## src/tcmb_pkg.sv

```systemverilog
`timescale 1ns / 1ps

package tcmb_pkg;

  localparam int MAX_COLS = 256;
  localparam int MAX_ROWS = 128;
  localparam int COL_LIM  = (MAX_COLS < 256) ? MAX_COLS : 256;
  localparam int ROW_LIM  = (MAX_ROWS < 128) ? MAX_ROWS : 128;

  localparam int CFG_ADDR_W  = 5;
  localparam int QUEUE_DEPTH = 2;
  localparam int QPTR_W      = (QUEUE_DEPTH > 1) ? $clog2(QUEUE_DEPTH) : 1;
  localparam int QCNT_W      = $clog2(QUEUE_DEPTH + 1);

  localparam logic [2:0] REQ_MOVE_TO = 3'd0;
  localparam logic [2:0] REQ_LEFT    = 3'd1;
  localparam logic [2:0] REQ_RIGHT   = 3'd2;
  localparam logic [2:0] REQ_UP      = 3'd3;
  localparam logic [2:0] REQ_DOWN    = 3'd4;
  localparam logic [2:0] REQ_TICK    = 3'd5;

  localparam logic [2:0] REG_SCREEN_COLS    = 3'd0;
  localparam logic [2:0] REG_SCREEN_ROWS    = 3'd1;
  localparam logic [2:0] REG_CELL_WIDTH     = 3'd2;
  localparam logic [2:0] REG_CELL_HEIGHT    = 3'd3;
  localparam logic [2:0] REG_BLINK_PERIOD   = 3'd4;
  localparam logic [2:0] REG_BLINK_ENABLE   = 3'd5;
  localparam logic [2:0] REG_CURSOR_VISIBLE = 3'd6;

  localparam logic [8:0]  RST_SCREEN_COLS  = 9'd80;
  localparam logic [7:0]  RST_SCREEN_ROWS  = 8'd25;
  localparam logic [7:0]  RST_CELL_WIDTH   = 8'd8;
  localparam logic [7:0]  RST_CELL_HEIGHT  = 8'd16;
  localparam logic [31:0] RST_BLINK_PERIOD = 32'd500;

  typedef struct packed {
    logic [8:0]  screen_cols;
    logic [7:0]  screen_rows;
    logic [7:0]  cell_width;
    logic [7:0]  cell_height;
    logic [31:0] blink_period;
    logic        blink_enable;
    logic        cursor_visible;
  } cfg_t;

  typedef struct packed {
    logic       old_vld;
    logic [7:0] old_col;
    logic [6:0] old_row;
    logic [7:0] col;
    logic [6:0] row;
    logic       blink;
  } job_t;

endpackage

```

## src/tcmb_intf.sv

```systemverilog
`timescale 1ns / 1ps

interface tcmb_in_if;
  logic        valid;
  logic        ready;
  logic [2:0]  req_type;
  logic [7:0]  dest_col;
  logic [6:0]  target_row;
  logic [7:0]  step;
  logic [31:0] now_ms;

  modport source (output valid, req_type, dest_col, target_row, step, now_ms,
                  input ready);
  modport sink (input valid, req_type, dest_col, target_row, step, now_ms,
                output ready);
endinterface

interface tcmb_out_if;
  logic        valid;
  logic        ready;
  logic [7:0]  dirty_col;
  logic [6:0]  dirty_row;
  logic [7:0]  cursor_col_out;
  logic [6:0]  cursor_row_out;
  logic [15:0] pixel_x_out;
  logic [15:0] pixel_y_out;
  logic        blink_on;
  logic        last;

  modport source (output valid, dirty_col, dirty_row, cursor_col_out, cursor_row_out,
                  pixel_x_out, pixel_y_out, blink_on, last,
                  input ready);
  modport sink (input valid, dirty_col, dirty_row, cursor_col_out, cursor_row_out,
                pixel_x_out, pixel_y_out, blink_on, last,
                output ready);
endinterface

```

## src/tcmb_front.sv

```systemverilog
`timescale 1ns / 1ps

module tcmb_front (
  input  logic          clk,
  input  logic          rst_n,
  tcmb_in_if.sink       in_if,
  input  tcmb_pkg::cfg_t cfg,
  input  logic          q_full,
  output logic          push,
  output tcmb_pkg::job_t push_job
);
  import tcmb_pkg::*;

  logic [7:0]  cur_col_r, cur_col_nxt;
  logic [6:0]  cur_row_r, cur_row_nxt;
  logic [7:0]  pref_col_r, pref_col_nxt;
  logic        blink_r, blink_nxt;
  logic [31:0] last_act_r, last_act_nxt;

  logic        acc;
  logic [8:0]  eff_cols;
  logic [7:0]  eff_rows;
  logic [7:0]  cmax;
  logic [6:0]  rmax;
  logic [7:0]  left_col;
  logic [8:0]  raw_col;
  logic [8:0]  raw_row;
  logic [7:0]  nc;
  logic [6:0]  nr;
  logic [7:0]  vert_col;
  logic        old_on;
  logic [31:0] elapsed;
  logic        due;

  assign in_if.ready = !q_full;
  assign acc         = in_if.valid && in_if.ready;

  always_comb begin
    eff_cols = cfg.screen_cols;
    if (eff_cols == 9'd0) eff_cols = 9'd1;
    if (eff_cols > 9'(COL_LIM)) eff_cols = 9'(COL_LIM);
    eff_rows = cfg.screen_rows;
    if (eff_rows == 8'd0) eff_rows = 8'd1;
    if (eff_rows > 8'(ROW_LIM)) eff_rows = 8'(ROW_LIM);
  end

  assign cmax = 8'(eff_cols - 9'd1);
  assign rmax = 7'(eff_rows - 8'd1);

  assign left_col = (cur_col_r >= in_if.step) ? cur_col_r - in_if.step : 8'd0;
  assign old_on   = (cur_col_r <= cmax) && (cur_row_r <= rmax);
  assign vert_col = (pref_col_r > cmax) ? cmax : pref_col_r;
  assign elapsed  = in_if.now_ms - last_act_r;
  assign due      = cfg.cursor_visible && cfg.blink_enable && (elapsed >= cfg.blink_period);

  always_comb begin
    case (in_if.req_type)
      REQ_MOVE_TO: raw_col = {1'b0, in_if.dest_col};
      REQ_LEFT:    raw_col = {1'b0, left_col};
      default:     raw_col = {1'b0, cur_col_r} + {1'b0, in_if.step};
    endcase
    case (in_if.req_type)
      REQ_MOVE_TO: raw_row = {2'b00, in_if.target_row};
      REQ_UP:      raw_row = ({1'b0, cur_row_r} >= in_if.step) ?
                             {2'b00, cur_row_r} - {1'b0, in_if.step} : 9'd0;
      REQ_DOWN:    raw_row = {2'b00, cur_row_r} + {1'b0, in_if.step};
      default:     raw_row = {2'b00, cur_row_r};
    endcase
  end

  assign nc = (raw_col > {1'b0, cmax}) ? cmax : raw_col[7:0];
  assign nr = (raw_row > {2'b00, rmax}) ? rmax : raw_row[6:0];

  always_comb begin
    cur_col_nxt  = cur_col_r;
    cur_row_nxt  = cur_row_r;
    pref_col_nxt = pref_col_r;
    blink_nxt    = blink_r;
    last_act_nxt = last_act_r;
    push         = 1'b0;
    push_job     = '{old_vld: old_on, old_col: cur_col_r, old_row: cur_row_r,
                     col: nc, row: nr, blink: 1'b1};
    if (acc) begin
      unique case (in_if.req_type)
        REQ_MOVE_TO, REQ_LEFT, REQ_RIGHT: begin
          cur_col_nxt  = nc;
          cur_row_nxt  = nr;
          pref_col_nxt = nc;
          blink_nxt    = 1'b1;
          last_act_nxt = in_if.now_ms;
          push         = 1'b1;
        end
        REQ_UP, REQ_DOWN: begin
          cur_col_nxt  = vert_col;
          cur_row_nxt  = nr;
          blink_nxt    = 1'b1;
          last_act_nxt = in_if.now_ms;
          push         = 1'b1;
          push_job.col = vert_col;
        end
        REQ_TICK: begin
          if (due) begin
            blink_nxt    = ~blink_r;
            last_act_nxt = in_if.now_ms;
            push         = old_on;
            push_job     = '{old_vld: 1'b0, old_col: cur_col_r, old_row: cur_row_r,
                             col: cur_col_r, row: cur_row_r, blink: ~blink_r};
          end
        end
        default: begin
        end
      endcase
    end
  end

  always_ff @(posedge clk) begin
    if (!rst_n) begin
      cur_col_r  <= '0;
      cur_row_r  <= '0;
      pref_col_r <= '0;
      blink_r    <= 1'b1;
      last_act_r <= '0;
    end else begin
      cur_col_r  <= cur_col_nxt;
      cur_row_r  <= cur_row_nxt;
      pref_col_r <= pref_col_nxt;
      blink_r    <= blink_nxt;
      last_act_r <= last_act_nxt;
    end
  end

endmodule

```

## src/tcmb_queue.sv

```systemverilog
`timescale 1ns / 1ps

module tcmb_queue (
  input  logic           clk,
  input  logic           rst_n,
  input  logic           push,
  input  tcmb_pkg::job_t push_job,
  output logic           full,
  input  logic           pop,
  output logic           head_vld,
  output tcmb_pkg::job_t head_job
);
  import tcmb_pkg::*;

  job_t              mem_r [QUEUE_DEPTH];
  logic [QPTR_W-1:0] wr_ptr_r, wr_ptr_nxt;
  logic [QPTR_W-1:0] rd_ptr_r, rd_ptr_nxt;
  logic [QCNT_W-1:0] cnt_r, cnt_nxt;

  assign full     = (cnt_r == QCNT_W'(QUEUE_DEPTH));
  assign head_vld = (cnt_r != '0);
  assign head_job = mem_r[rd_ptr_r];

  always_comb begin
    wr_ptr_nxt = wr_ptr_r;
    rd_ptr_nxt = rd_ptr_r;
    cnt_nxt    = cnt_r;
    if (push) begin
      wr_ptr_nxt = (wr_ptr_r == QPTR_W'(QUEUE_DEPTH - 1)) ? '0 : wr_ptr_r + 1'b1;
    end
    if (pop) begin
      rd_ptr_nxt = (rd_ptr_r == QPTR_W'(QUEUE_DEPTH - 1)) ? '0 : rd_ptr_r + 1'b1;
    end
    if (push && !pop) cnt_nxt = cnt_r + 1'b1;
    else if (pop && !push) cnt_nxt = cnt_r - 1'b1;
  end

  always_ff @(posedge clk) begin
    if (push) begin
      mem_r[wr_ptr_r] <= push_job;
    end
  end

  always_ff @(posedge clk) begin
    if (!rst_n) begin
      wr_ptr_r <= '0;
      rd_ptr_r <= '0;
      cnt_r    <= '0;
    end else begin
      wr_ptr_r <= wr_ptr_nxt;
      rd_ptr_r <= rd_ptr_nxt;
      cnt_r    <= cnt_nxt;
    end
  end

endmodule

```

## src/tcmb_back.sv

```systemverilog
`timescale 1ns / 1ps

module tcmb_back (
  input  logic           clk,
  input  logic           rst_n,
  input  tcmb_pkg::cfg_t cfg,
  input  logic           head_vld,
  input  tcmb_pkg::job_t head_job,
  output logic           pop,
  tcmb_out_if.source     out_if
);
  import tcmb_pkg::*;

  logic        half_r, half_nxt;
  logic        vld_r, vld_nxt;
  logic [7:0]  dirty_col_r;
  logic [6:0]  dirty_row_r;
  logic [7:0]  col_r;
  logic [6:0]  row_r;
  logic [15:0] px_r;
  logic [15:0] py_r;
  logic        blink_r;
  logic        last_r;

  logic        load;
  logic        first;

  assign load  = head_vld && (!vld_r || out_if.ready);
  assign first = head_job.old_vld && !half_r;
  assign pop   = load && !first;

  always_comb begin
    half_nxt = half_r;
    vld_nxt  = vld_r;
    if (load) begin
      half_nxt = first;
      vld_nxt  = 1'b1;
    end else if (out_if.ready) begin
      vld_nxt = 1'b0;
    end
  end

  always_ff @(posedge clk) begin
    if (!rst_n) begin
      half_r <= 1'b0;
      vld_r  <= 1'b0;
    end else begin
      half_r <= half_nxt;
      vld_r  <= vld_nxt;
    end
  end

  always_ff @(posedge clk) begin
    if (load) begin
      dirty_col_r <= first ? head_job.old_col : head_job.col;
      dirty_row_r <= first ? head_job.old_row : head_job.row;
      col_r       <= head_job.col;
      row_r       <= head_job.row;
      px_r        <= {8'd0, head_job.col} * {8'd0, cfg.cell_width};
      py_r        <= {9'd0, head_job.row} * {8'd0, cfg.cell_height};
      blink_r     <= head_job.blink;
      last_r      <= !first;
    end
  end

  assign out_if.valid          = vld_r;
  assign out_if.dirty_col      = dirty_col_r;
  assign out_if.dirty_row      = dirty_row_r;
  assign out_if.cursor_col_out = col_r;
  assign out_if.cursor_row_out = row_r;
  assign out_if.pixel_x_out    = px_r;
  assign out_if.pixel_y_out    = py_r;
  assign out_if.blink_on       = blink_r;
  assign out_if.last           = last_r;

endmodule

```

## src/text_cursor_motion_blink.sv

```systemverilog
`timescale 1ns / 1ps

// Text cursor controller. The front end takes one command per cycle while its two-entry job
// queue has room, updates the cursor, preferred column and blink timer at once, and queues
// one job per command that redraws anything. The back end turns a job into results through
// a single output register, one result per cycle while the output is not stalled: a move
// gives the old cell, then the new cell, or only the new cell when the old cell is off-screen;
// a tick gives at most one. A result passes from the job queue into the output register after
// its command is taken. Commands with no result (unknown codes, ticks that do not toggle or
// toggle an off-screen cursor) queue no job. Register writes on the APB port take effect at
// the edge that ends the access phase and read back at once.

module text_cursor_motion_blink (
  input  logic                              clk,
  input  logic                              rst_n,
  tcmb_in_if.sink                           in_if,
  tcmb_out_if.source                        out_if,
  input  logic                              psel,
  input  logic                              penable,
  input  logic                              pwrite,
  input  logic [tcmb_pkg::CFG_ADDR_W-1:0]   paddr,
  input  logic [31:0]                       pwdata,
  output logic [31:0]                       prdata,
  output logic                              pready
);
  import tcmb_pkg::*;

  cfg_t       cfg_r, cfg_nxt;
  logic       wr_en;
  logic [2:0] reg_idx;
  logic       q_full;
  logic       push;
  job_t       push_job;
  logic       pop;
  logic       head_vld;
  job_t       head_job;

  assign pready  = 1'b1;
  assign wr_en   = psel && penable && pwrite && pready;
  assign reg_idx = paddr[CFG_ADDR_W-1:2];

  always_comb begin
    cfg_nxt = cfg_r;
    if (wr_en) begin
      unique case (reg_idx)
        REG_SCREEN_COLS:    cfg_nxt.screen_cols    = pwdata[8:0];
        REG_SCREEN_ROWS:    cfg_nxt.screen_rows    = pwdata[7:0];
        REG_CELL_WIDTH:     cfg_nxt.cell_width     = pwdata[7:0];
        REG_CELL_HEIGHT:    cfg_nxt.cell_height    = pwdata[7:0];
        REG_BLINK_PERIOD:   cfg_nxt.blink_period   = pwdata;
        REG_BLINK_ENABLE:   cfg_nxt.blink_enable   = pwdata[0];
        REG_CURSOR_VISIBLE: cfg_nxt.cursor_visible = pwdata[0];
        default: begin
        end
      endcase
    end
  end

  always_comb begin
    unique case (reg_idx)
      REG_SCREEN_COLS:    prdata = {23'd0, cfg_r.screen_cols};
      REG_SCREEN_ROWS:    prdata = {24'd0, cfg_r.screen_rows};
      REG_CELL_WIDTH:     prdata = {24'd0, cfg_r.cell_width};
      REG_CELL_HEIGHT:    prdata = {24'd0, cfg_r.cell_height};
      REG_BLINK_PERIOD:   prdata = cfg_r.blink_period;
      REG_BLINK_ENABLE:   prdata = {31'd0, cfg_r.blink_enable};
      REG_CURSOR_VISIBLE: prdata = {31'd0, cfg_r.cursor_visible};
      default:            prdata = '0;
    endcase
  end

  always_ff @(posedge clk) begin
    if (!rst_n) begin
      cfg_r <= '{screen_cols: RST_SCREEN_COLS, screen_rows: RST_SCREEN_ROWS,
                 cell_width: RST_CELL_WIDTH, cell_height: RST_CELL_HEIGHT,
                 blink_period: RST_BLINK_PERIOD, blink_enable: 1'b1,
                 cursor_visible: 1'b1};
    end else begin
      cfg_r <= cfg_nxt;
    end
  end

  tcmb_front u_front (
    .clk      (clk),
    .rst_n    (rst_n),
    .in_if    (in_if),
    .cfg      (cfg_r),
    .q_full   (q_full),
    .push     (push),
    .push_job (push_job)
  );

  tcmb_queue u_queue (
    .clk      (clk),
    .rst_n    (rst_n),
    .push     (push),
    .push_job (push_job),
    .full     (q_full),
    .pop      (pop),
    .head_vld (head_vld),
    .head_job (head_job)
  );

  tcmb_back u_back (
    .clk      (clk),
    .rst_n    (rst_n),
    .cfg      (cfg_r),
    .head_vld (head_vld),
    .head_job (head_job),
    .pop      (pop),
    .out_if   (out_if)
  );

endmodule

```

## src/flat_wrapper.sv

```systemverilog
// flat-port wrapper written by rule: the top's interface ports become plain ports
module text_cursor_motion_blink_flat import tcmb_pkg::*;
  (clk, rst_n, psel, penable, pwrite, paddr, pwdata, prdata, pready, in_if_valid, in_if_req_type, in_if_dest_col, in_if_target_row, in_if_step, in_if_now_ms, in_if_ready, out_if_valid, out_if_dirty_col, out_if_dirty_row, out_if_cursor_col_out, out_if_cursor_row_out, out_if_pixel_x_out, out_if_pixel_y_out, out_if_blink_on, out_if_last, out_if_ready);
  tcmb_in_if in_if_i ();
  tcmb_out_if out_if_i ();
  input  logic clk;
  input  logic rst_n;
  input  logic psel;
  input  logic penable;
  input  logic pwrite;
  input  logic [tcmb_pkg::CFG_ADDR_W-1:0] paddr;
  input  logic [31:0] pwdata;
  output logic [31:0] prdata;
  output logic pready;
  input wire logic [$bits(in_if_i.valid)-1:0] in_if_valid;
  input wire logic [$bits(in_if_i.req_type)-1:0] in_if_req_type;
  input wire logic [$bits(in_if_i.dest_col)-1:0] in_if_dest_col;
  input wire logic [$bits(in_if_i.target_row)-1:0] in_if_target_row;
  input wire logic [$bits(in_if_i.step)-1:0] in_if_step;
  input wire logic [$bits(in_if_i.now_ms)-1:0] in_if_now_ms;
  output wire logic [$bits(in_if_i.ready)-1:0] in_if_ready;
  output wire logic [$bits(out_if_i.valid)-1:0] out_if_valid;
  output wire logic [$bits(out_if_i.dirty_col)-1:0] out_if_dirty_col;
  output wire logic [$bits(out_if_i.dirty_row)-1:0] out_if_dirty_row;
  output wire logic [$bits(out_if_i.cursor_col_out)-1:0] out_if_cursor_col_out;
  output wire logic [$bits(out_if_i.cursor_row_out)-1:0] out_if_cursor_row_out;
  output wire logic [$bits(out_if_i.pixel_x_out)-1:0] out_if_pixel_x_out;
  output wire logic [$bits(out_if_i.pixel_y_out)-1:0] out_if_pixel_y_out;
  output wire logic [$bits(out_if_i.blink_on)-1:0] out_if_blink_on;
  output wire logic [$bits(out_if_i.last)-1:0] out_if_last;
  input wire logic [$bits(out_if_i.ready)-1:0] out_if_ready;
  assign in_if_i.valid = in_if_valid;
  assign in_if_i.req_type = in_if_req_type;
  assign in_if_i.dest_col = in_if_dest_col;
  assign in_if_i.target_row = in_if_target_row;
  assign in_if_i.step = in_if_step;
  assign in_if_i.now_ms = in_if_now_ms;
  assign in_if_ready = in_if_i.ready;
  assign out_if_valid = out_if_i.valid;
  assign out_if_dirty_col = out_if_i.dirty_col;
  assign out_if_dirty_row = out_if_i.dirty_row;
  assign out_if_cursor_col_out = out_if_i.cursor_col_out;
  assign out_if_cursor_row_out = out_if_i.cursor_row_out;
  assign out_if_pixel_x_out = out_if_i.pixel_x_out;
  assign out_if_pixel_y_out = out_if_i.pixel_y_out;
  assign out_if_blink_on = out_if_i.blink_on;
  assign out_if_last = out_if_i.last;
  assign out_if_i.ready = out_if_ready;
  text_cursor_motion_blink u_core (.clk(clk), .rst_n(rst_n), .in_if(in_if_i), .out_if(out_if_i), .psel(psel), .penable(penable), .pwrite(pwrite), .paddr(paddr), .pwdata(pwdata), .prdata(prdata), .pready(pready));
endmodule
```

## config.mk

```make
export PLATFORM = sky130hd
export DESIGN_NAME = text_cursor_motion_blink_flat
export DESIGN_NICKNAME = d
export VERILOG_FILES = /design/src/tcmb_pkg.sv /design/src/tcmb_intf.sv /design/src/tcmb_front.sv /design/src/tcmb_queue.sv /design/src/tcmb_back.sv /design/src/text_cursor_motion_blink.sv /design/src/flat_wrapper.sv
export SDC_FILE = /design/constraint.sdc
export NUM_CORES = 1
export LEC_CHECK = 0
export ABC_AREA = 1
export BUFFER_PORTS_ARGS = -buffer_cell sky130_fd_sc_hd__buf_2
export CAP_MARGIN = 20
export CORE_MARGIN = 1.5
export CORE_UTILIZATION = 40
export CTS_CLUSTER_DIAMETER = 50
export DETAILED_ROUTE_END_ITERATION = 6
export GPL_ROUTABILITY_DRIVEN = 0
export GPL_TIMING_DRIVEN = 0
export SETUP_SLACK_MARGIN = 0.5
export SYNTH_ARGS = -nofsm -noshare
export SYNTH_HDL_FRONTEND = slang
export SYNTH_SLANG_ARGS = --single-unit
```

## constraint.sdc

```tcl
create_clock -name clk -period 9.55 [get_ports clk]
set_clock_uncertainty 0.05 [all_clocks]
set_input_delay 1.4325 -clock clk [delete_from_list [all_inputs] [get_ports clk]]
set_output_delay 1.4325 -clock clk [all_outputs]
set_load 0.02 [all_outputs]
```

==> results of run 1 <==
==> synthesized netlist by cell type (all sizes together), types with 5 or more instances <==
| library cell | instances | area share [%] |
|---|---|---|
| ha | 201 | 13 |
| a21boi | 6 | 0.27 |
| a221oi | 5 | 0.23 |
| xnor2 | 21 | 0.96 |
| or2 | 24 | 0.78 |
| a21o | 7 | 0.27 |
| nand3 | 108 | 2.9 |
| nor3 | 19 | 0.55 |
| a31oi | 32 | 1.0 |
| o221ai | 9 | 0.41 |
| o21a | 10 | 0.39 |
| inv | 364 | 7.1 |
| xor2 | 50 | 2.3 |
| nor2 | 294 | 5.9 |
| clkinv | 7 | 0.14 |
| clkbuf | 38 | 0.75 |
| nand2 | 422 | 8.5 |
| dfxtp | 130 | 14 |
| edfxtp | 127 | 20 |
| o22ai | 10 | 0.33 |
| buf | 20 | 0.65 |
| nand4 | 25 | 0.93 |
| fa | 70 | 7.3 |
| a21oi | 202 | 5.3 |
| o21ai | 194 | 5.1 |
| o211ai | 6 | 0.23 |
==> cell usage in the layout (no fill, tap or decap), types with 36 or more instances in the layout <==
cell type	instances
nand2_1	414
inv_1	355
nor2_1	283
buf_2	205
ha_1	201
a21oi_1	199
o21ai_0	179
dfxtp_1	130
edfxtp_1	127
nand3_1	105
fa_1	70
xor2_1	50
clkbuf_1	45
clkbuf_16	36
==> critical path, cell delays in order <==
cell and delay (ps):
buf_2 120, inv_1 80, ha_1 180, inv_1 70, fa_1 400, nand3_1 90, nand2_1 100, nand2_1 90
nand2_1 90, a21boi_2 210, o21ai_0 190, a21boi_0 420, o21ai_0 200, xor2_1 180, ha_1 290, nand2_1 40
nor2_1 140, nand4_1 140, nor2_1 210, nand4_1 100, nand3_1 100, nand2_1 190, nor2_2 360, nand3_1 320
a21oi_4 470, buf_16 230
==> cell type report <==
type | instances | share of cell area, %
Clock buffer | 46 | 4.31
Timing Repair Buffer | 199 | 4.79
Buffer | 58 | 1.21
Antenna cell | 4 | 0.0450
Tap cell | 615 | 3.46
Clock inverter | 18 | 0.980
Multi-Input combinational cell | 1742 | 50.1
Inverter | 371 | 6.27
Sequential cell | 257 | 28.9
==> cell families (layout without fill, tap and decap cells) <==
group                    count (synthesis)  in the layout  synth area share (%)
other                                    2              6                0.0392
flip-flops                             257            257                  33.5
XOR/XNOR                                71             71                  3.24
buffers and inverters                  429            692                  8.67
adder cells (fa/ha/maj)                271            271                  20.4
AND/OR/NAND/NOR                        899            899                  19.8
AO/OA/AOI/OAI                          499            499                  14.3
==> final timing paths <==
path | from | end | cells past startpoint
worst max register to register | flip-flop | u_core.u_back.out_if.pixel_y_out[13] | 24
worst min register to register | u_core.cfg_r[23] | u_core.cfg_r[23] | 2
worst max-delay path | in_if_now_ms[0] | u_core.u_queue.mem_r[0][17] | 26
worst min-delay path | u_core.cfg_r[23] | u_core.cfg_r[23] | 2
==> where the power goes <==
part / internal [mW] / switching, mW / total, mW
registers: 1.48 / 0.107 / 1.59
clock network: 0.801 / 0.520 / 1.32
logic: 0.654 / 1.35 / 2.01
==> state kept, by name, summed over array words and instances, names as in the netlist, 8 cells and up, named ones only <==
signal / count
u_core.u_front.cur_col_r: 8
u_core.u_back.out_if.cursor_col_out: 8
u_core.u_front.last_act_r: 32
u_core.u_back.out_if.pixel_y_out: 15
u_core.u_front.pref_col_r: 8
u_core.u_back.out_if.dirty_col: 8
u_core.u_queue.mem_r: 64
u_core.u_back.out_if.pixel_x_out: 16
u_core.cfg_r: 67
==> metal layers <==
metal | up-vias | wire, µm | share of wire (%) | GRT usage (%)
met2 | 545 | 25900 | 46 | 37.7
met3 | 133 | 3200 | 5.7 | 2.73
met5 | - | 24 | 0.043 | 0
li1 | 8533 | - | - | -
met4 | 4 | 2410 | 4.3 | 10.8
met1 | 8061 | 24400 | 44 | 29.3
==> impl_metrics.tcl, run 1 <==
set metrics [dict create \
    seqCellArea_um2 6420 \
    synth_cell_types 58 \
    final_cells 3310 \
    wirelength_mm 55.9 \
    routed-via-count 17276 \
    multi_input_area_um2 11100 \
    dieArea_um2 49300 \
    drt-initial-drc-count 1202 \
    min_path_type "reg -> reg" \
    fin_util_pct 46.7 \
    fmax_mhz 160 \
    synth_nets 2801 \
    final_area_um2 22200 \
    critPathCaptureType "flip-flop" \
    fillers 4645 \
    synth_seq_cells 257 \
    cts_tree "built" \
    drive_gt1_share_pct 12.6 \
    hold_ws_ps 448 \
    die_w_um 222 \
    nets 3038 \
    avgSynthCellArea_um2 7.90 \
    htreeDepth 2 \
    coreArea_um2 47500 \
    postCtsResizedCells 0 \
    synthFlopType "dfxtp_1" \
    yosysWarnings 0 \
    drc 0 \
    tightest_slew_ps 1010 \
    grt_max_degree 33 \
    wl_per_cell_um 16.9 \
    first_global_vias 16761 \
    post-place-cells 3242 \
    grt_pass1_wl_mm 88.6 \
    viasPerCell 5.22 \
    grt_usage_pct 22.6 \
    cellPowerDensity_nw_per_um2 221 \
    cellLeakagePower_nw 10.6 \
    cts_buffers 36 \
    port_buffers 195 \
    worstSetupStartpointType "input pin" \
    worstPathMaxFanout 23 \
    setup_viol 0 \
    r2r_slack_ps 3430 \
    first_pass_iters 5 \
    rows 80 \
    synth_area_um2 19200 \
    worstSetupPathType "in -> reg" \
    rsz0062_at_grt "no" \
    initial_core_util_pct 40.3 \
    ant_nets 0 \
    period_needed_ps 6260 \
    syn_inst 2428 \
    period_share_pct 65.5 \
    overflow 0 \
    hold_viol 0 \
    cts_root_buffer "clkbuf_16" \
    clkLatencyLatePin_ps 560 \
    arrival_ps 6460 \
    max-clock-path-buffers 3 \
    antenna_found_initial 6 \
    yosysSeqAreaShare_pct 33.5 \
    design_power_total_mw 4.91 \
    dpl_cell_area_um2 21000 \
    die_h_um 222 \
    area_growth_pct 15.9 \
    ys_async_sr_fraction_pct 0 \
    cts-hold-fix-buffers 0 \
    cts_setup_buffers 0 \
    ios 201 \
    tns_ps 0 \
    drv_slew 0 \
    slew_headroom_pct 31.8 \
    synth_edf_count 127 \
    place_hpwl_mm 45.0 \
    status "completed" \
    pre_cts_ws_ps 2780 \
    clk_pin_slew_ps 50 \
    worst_slack_ps 3290 \
    drv_cap 0 \
    cp.required_ps 9750 \
    cts_sinks 257 \
    irDropWorstVdd_v 0.000167 \
]
(Power assumes the default switching activity.)
==> inputs of run 2 (changes only) <==
--- a/config.mk
+++ b/config.mk
@@ -5,7 +5,7 @@
 export SDC_FILE = /design/constraint.sdc
 export NUM_CORES = 1
 export LEC_CHECK = 0
-export ABC_AREA = 1
+export ABC_AREA = 0
 export BUFFER_PORTS_ARGS = -buffer_cell sky130_fd_sc_hd__buf_2
 export CAP_MARGIN = 20
 export CORE_MARGIN = 1.5
==> constraint.sdc (replaced) <==
create_clock -name clk -period 5.9 [get_ports clk]
set_clock_uncertainty 0.05 [all_clocks]
set_input_delay 0.885 -clock clk [delete_from_list [all_inputs] [get_ports clk]]
set_output_delay 0.885 -clock clk [all_outputs]
set_load 0.02 [all_outputs]
==> impl_metrics.tcl, run 2 <==
set metrics [dict create \
    clkLatencyLatePin_ps 540 \
    drt-initial-drc-count 1041 \
    ys_async_sr_fraction_pct 0 \
    grt_usage_pct 21.9 \
    first_pass_iters 5 \
    area_growth_pct 18.0 \
    htreeDepth 2 \
    die_w_um 223 \
    final_cells 2986 \
    worst_slack_ps 695 \
    slew_headroom_pct 27.6 \
    grt_pass1_wl_mm 86.0 \
    place_hpwl_mm 42.8 \
    synthTopCellsByArea "edfxtp_1, dfxtp_1, ha_1, fa_1, mux2i_1" \
    ios 201 \
    cts_tree "built" \
    yosysWarnings 0 \
    drv_cap 0 \
    cts_root_buffer "clkbuf_16" \
    tightest_slew_ps 1060 \
    cts-hold-fix-buffers 0 \
    ant_nets 0 \
    drv_slew 0 \
    worstSetupStartpointType "input pin" \
    die_h_um 223 \
    wirelength_mm 54.8 \
    critPathCaptureType "flip-flop" \
    grt_max_degree 24 \
    cp.required_ps 6320 \
    yosysMostFrequentCell "inv_1" \
    synth_edf_count 127 \
    irDropWorstVdd_v 0.000246 \
    arrival_ps 5620 \
    min_path_type "reg -> reg" \
    synth_top_area_cell "edfxtp_1" \
    synth_top_cell_area_share_pct 19.7 \
    fin_util_pct 47.9 \
    synth_seq_cells 257 \
    antenna_found_initial 4 \
    largest_reg_flops 67 \
    period_needed_ps 5200 \
    setup_viol 0 \
    drc 0 \
    max-clock-path-buffers 3 \
    coreArea_um2 47800 \
    cts_buffers 37 \
    cp_slowest_stage_delay_ps 430 \
    synth_area_um2 19400 \
    synth_cell_types 87 \
    routed-via-count 16120 \
    dieArea_um2 49800 \
    pre_cts_ws_ps -565 \
    cellPowerDensity_nw_per_um2 332 \
    fmax_mhz 192 \
    period_share_pct 88.2 \
    cellLeakagePower_nw 9.90 \
    syn_inst 2093 \
    crit_path_frequent_cell "o31ai_4" \
    avgSynthCellArea_um2 9.27 \
    hold_viol 0 \
    slowest_stage "a2111oi_4" \
    initial_core_util_pct 40.6 \
    viasPerCell 5.40 \
    rows 80 \
    top_register "u_core.cfg_r" \
    synthFlopType "dfxtp_1" \
    synth_nets 2466 \
    rsz0062_at_grt "yes" \
    cts_sinks 257 \
    fillers 4548 \
    overflow 0 \
    synth_common_cells "inv_1, nand2_1, ha_1" \
    wl_per_cell_um 18.4 \
    clk_pin_slew_ps 50 \
    yosysSeqAreaShare_pct 33.1 \
    mostFrequentLayoutCell "inv_1" \
    worstSetupPathType "in -> reg" \
    status "completed" \
    port_buffers 194 \
    post-place-cells 2904 \
    drive_gt1_share_pct 16.8 \
    min_delay_path_depth 2 \
    reg.largest.list "u_core.cfg_r: 67 flops, u_core.u_queue.mem_r: 64 flops, u_core.u_front.last_act_r: 32 flops" \
    first_global_vias 15994 \
    nets 2717 \
    final_cell_mix "inv_1, nand2_1, buf_2" \
    ff2ff_path_depth 18 \
    worstPathMaxFanout 4 \
]
## run 2: cell count changes after synthesis, moves of 73 or more
cell	previous run	this run
inv_1	355	218
mux2i_1	0	101
o21ai_0	179	66
a21oi_1	201	126
nor2_1	283	187
nand2_1	414	206
nand3_1	105	32
## run 2: final cells by class
type	count	area, µm²	area share, %
Tap cell	615	769	3.36
Inverter	218	821	3.58
Timing Repair Buffer	210	1190	5.18
Buffer	83	383	1.67
Multi-Input combinational cell	1537	12100	52.8
Antenna cell	1	2.50	0.0109
Sequential cell	257	6420	28.0
Clock buffer	52	1080	4.74
Clock inverter	13	151	0.661
## run 2: worst paths after layout
| kind | to | start | slack, ps |
|---|---|---|---|
| max reg2reg | u_core.u_back.out_if.pixel_x_out[15] | flip-flop | 730 |
| max | u_core.u_queue.cnt_r[1] | in_if_now_ms[0] | 700 |
| min | u_core.cfg_r[17] | u_core.cfg_r[17] | 400 |
| min reg2reg | u_core.cfg_r[17] | u_core.cfg_r[17] | 400 |
## run 2: worst max-delay path: cells and delay by family
kind | cells | cell delay (ps)
xor+xnor | 1 | 140
fa+ha+maj | 4 | 910
compound gates | 12 | 2280
buf+inv | 5 | 340
simple gates | 4 | 1050
## run 2: through the flow
stage | setup TNS (ps) | hold slack, ps | power [mW] | cell area [µm²]
floorplan | 0 | 386 | 4.41 | 19400
global placement | -32190 | 392 | 5.22 | 21200
detailed placement | -32930 | 397 | 5.30 | 21200
CTS | 0 | 403 | 7.60 | 22700
global route | 0 | 417 | 8.05 | 22900
finish | 0 | 404 | 7.60 | 22900
## run 2: cells by family (layout without fill, tap and decap cells)
group                    after synthesis  count (layout)  synth area share, %
AO/OA/AOI/OAI                        415             415                 14.3
XOR/XNOR                              65              65                 2.93
adder cells (fa/ha/maj)              271             271                 20.2
buffers and inverters                301             576                 6.03
flip-flops                           257             257                 33.1
multiplexers                         136             136                 7.76
other                                  2               3               0.0387
AND/OR/NAND/NOR                      646             648                 15.7
## run 2: power by group
part           switching (mW)  internal [mW]  total (mW)
sequential              0.165           2.35        2.52
clock                   0.829           1.38        2.21
combinational            1.79           1.08        2.87
total                    2.78           4.82        7.60
## run 2: routing by layer
metal  track usage, %  part of all wire (%)
met2             36.5                    47
met5                0                 0.077
met3             3.52                   5.2
met4             8.94                   3.8
met1             28.3                    44
## run 2: timing repair
item                                    in CTS  in global routing
setup buffers                                7                  7
endpoints found under the setup margin      78                132
endpoints found under the hold margin        0                  0
cloned                                       2                  0
gates resized for setup                     21                 47
pin swaps                                    4                 23
==> inputs of run 3 (changes only) <==
--- a/config.mk
+++ b/config.mk
@@ -5,7 +5,7 @@
 export SDC_FILE = /design/constraint.sdc
 export NUM_CORES = 1
 export LEC_CHECK = 0
-export ABC_AREA = 0
+export ABC_AREA = 1
 export BUFFER_PORTS_ARGS = -buffer_cell sky130_fd_sc_hd__buf_2
 export CAP_MARGIN = 20
 export CORE_MARGIN = 1.5
==> impl_metrics.tcl, run 3 (synthesized netlist as in run 1, its figures left out) <==
set metrics [dict create \
    status "completed" \
    largest_reg_flops 67 \
    worstSetupStartpointType "flip-flop" \
    wirelength_mm 56.4 \
    max-clock-path-buffers 3 \
    place_hpwl_mm 44.9 \
    grt_max_degree 32 \
    worstSetupPathType "reg -> reg" \
    first_pass_iters 5 \
    period_needed_ps 5120 \
    grt_pass1_wl_mm 88.5 \
    ios 201 \
    antenna_found_initial 5 \
    setup_viol 0 \
    worst_slack_ps 779 \
    power.internal_mw 4.72 \
    r2r_slack_ps 780 \
    tightest_slew_ps 969 \
    timing.rr.end "u_core.u_back.out_if.pixel_y_out[13]" \
    coreArea_um2 47500 \
    die_w_um 222 \
    fmax_mhz 195 \
    routed-via-count 17315 \
    clockPowerShare_pct 25.6 \
    cp_num_buf_inv 5 \
    final_cell_mix "nand2_1, inv_1, nor2_1" \
    top_register "u_core.cfg_r" \
    pre_cts_ws_ps -281 \
    switching_share_pct 40.7 \
    clkLatencyLatePin_ps 550 \
    viasPerCell 5.21 \
    port_buffers 195 \
    cts_tree "built" \
    slowest_stage "fa_1" \
    power.share.sequential_pct 32.4 \
    rows 80 \
    min_delay_path_depth 2 \
    cellLeakagePower_nw 10.7 \
    drive_gt1_share_pct 14.4 \
    clk_pin_slew_ps 50 \
    power_switching_mw 3.24 \
    cts_buffers 36 \
    crit_path_frequent_cell "nor2_1" \
    initial_core_util_pct 40.3 \
    overflow 0 \
    min_from "u_core.cfg_r[0]" \
    min_path_type "reg -> reg" \
    cp_top_family "adder cells" \
    cp.required_ps 6150 \
    htreeDepth 2 \
    design_power_total_mw 7.96 \
    period_share_pct 86.8 \
    wl_per_cell_um 17.0 \
    first_global_vias 16956 \
    rsz0062_at_grt "no" \
    hold_viol 0 \
    crit_chain "inv_1 -> buf_2 -> or2_2 -> o21ai_2 -> clkinv_2 -> nand2_1 -> fa_1 -> fa_1 -> fa_1 -> inv_1 -> fa_1 -> ha_4 -> nand2_1 -> nor3_2 -> nor2_1 -> nor2_1 -> o21ai_1 -> nand2_1 -> nand2_1 -> inv_1 -> nor2_1 -> nor2_1 -> nor2_1 -> xor2_1" \
    dieArea_um2 49300 \
    irDropWorstVdd_v 0.000203 \
    cts-hold-fix-buffers 0 \
    fillers 4611 \
    cp_slowest_stage_delay_ps 560 \
    hold_end "u_core.cfg_r[0]" \
    worstPathMaxFanout 10 \
    reg.largest.list "u_core.cfg_r: 67 flops, u_core.u_queue.mem_r: 64 flops, u_core.u_front.last_act_r: 32 flops" \
    combinationalPowerShare_pct 42.0 \
    fin_util_pct 47.2 \
    critPathCaptureType "flip-flop" \
    drc 0 \
    mostFrequentLayoutCell "nand2_1" \
    nets 3050 \
    cts_root_buffer "clkbuf_16" \
    cellPowerDensity_nw_per_um2 355 \
    drv_slew 0 \
    die_h_um 222 \
    area_growth_pct 16.9 \
    ant_nets 0 \
    cts_sinks 257 \
    arrival_ps 5370 \
    slew_headroom_pct 34.7 \
    drt-initial-drc-count 1239 \
    drv_cap 0 \
    grt_usage_pct 22.6 \
    ff2ff_path_depth 24 \
]
-- run 3: cell count changes in the layout (fill, tap and decap cells not counted), sizes merged, moves of 41 or more --
cell / previous run / this run
inv: 224 / 371
nand2: 207 / 422
nand3: 32 / 108
nor2: 188 / 294
mux2i: 102 / 0
nor2b: 41 / 0
a21oi: 127 / 202
o21ai: 79 / 194
and2: 59 / 3
-- run 3: what timing repair did --
| action | CTS | global route |
|---|---|---|
| buffers inserted | 8 | 4 |
| pin swaps | 1 | 6 |
| gates resized for setup | 30 | 37 |
| setup endpoints to repair | 67 | 124 |
-- run 3: power groups by stage --
stage / clock [mW] / sequential (mW) / combinational, mW
global placement: 0 / 2.63 / 3.11
finish: 2.04 / 2.58 / 3.34
detailed placement: 0 / 2.62 / 3.22
CTS: 2.10 / 2.58 / 3.29
floorplan: 0 / 2.86 / 1.92
global route: 2.16 / 2.62 / 3.73
-- run 3: worst min-delay path, delay by kind of cell (launching register included) --
family                 cells  cell delay (ps)
AO/OA/AOI/OAI              1               80
flip-flops                 1              300
buffers and inverters      1               60
-- run 3: worst max path at each step --
stage	from	to	slack [ps]	cells after the start
finish	flip-flop	u_core.u_back.out_if.pixel_y_out[13]	780	24
global route	in_if_now_ms[0]	u_core.u_queue.cnt_r[1]	480	32
CTS	flip-flop	u_core.u_back.out_if.pixel_y_out[13]	460	24
detailed placement	in_if_now_ms[0]	u_core.u_queue.cnt_r[1]	-280	30
global placement	in_if_now_ms[0]	u_core.u_queue.mem_r[1][28]	-1130	25
floorplan	in_if_now_ms[0]	u_core.u_queue.mem_r[1][0]	330	24
-- run 3: final cells by class --
class                           instances  area [µm²]  area share (%)
Timing Repair Buffer                  211        1150            5.11
Antenna cell                            3        7.51          0.0335
Tap cell                              615         769            3.43
Sequential cell                       257        6420            28.6
Clock buffer                           49         990            4.41
Inverter                              371        1400            6.23
Clock inverter                         16         136           0.608
Buffer                                 58         275            1.23
Multi-Input combinational cell       1742       11300            50.3
-- run 3: through the flow --
step	hold WS, ps	cells	area [µm²]	TNS [ps]
2_1_floorplan	401	2428	19200	0
3_5_place_dp	434	3242	21000	-10900
3_3_place_gp	434	3238	20900	-73330
6_report	445	3322	22400	0
5_1_grt	470	3322	22400	0
4_1_cts	445	3315	22300	0
-- run 3: metal layers --
layer | vias up | share of wire [%] | track usage [%]
met5 | - | 0.048 | 0
li1 | 8533 | - | -
met1 | 8152 | 43 | 28.3
met2 | 502 | 48 | 39.1
met4 | 4 | 3.7 | 9.43
met3 | 124 | 5.0 | 2.99
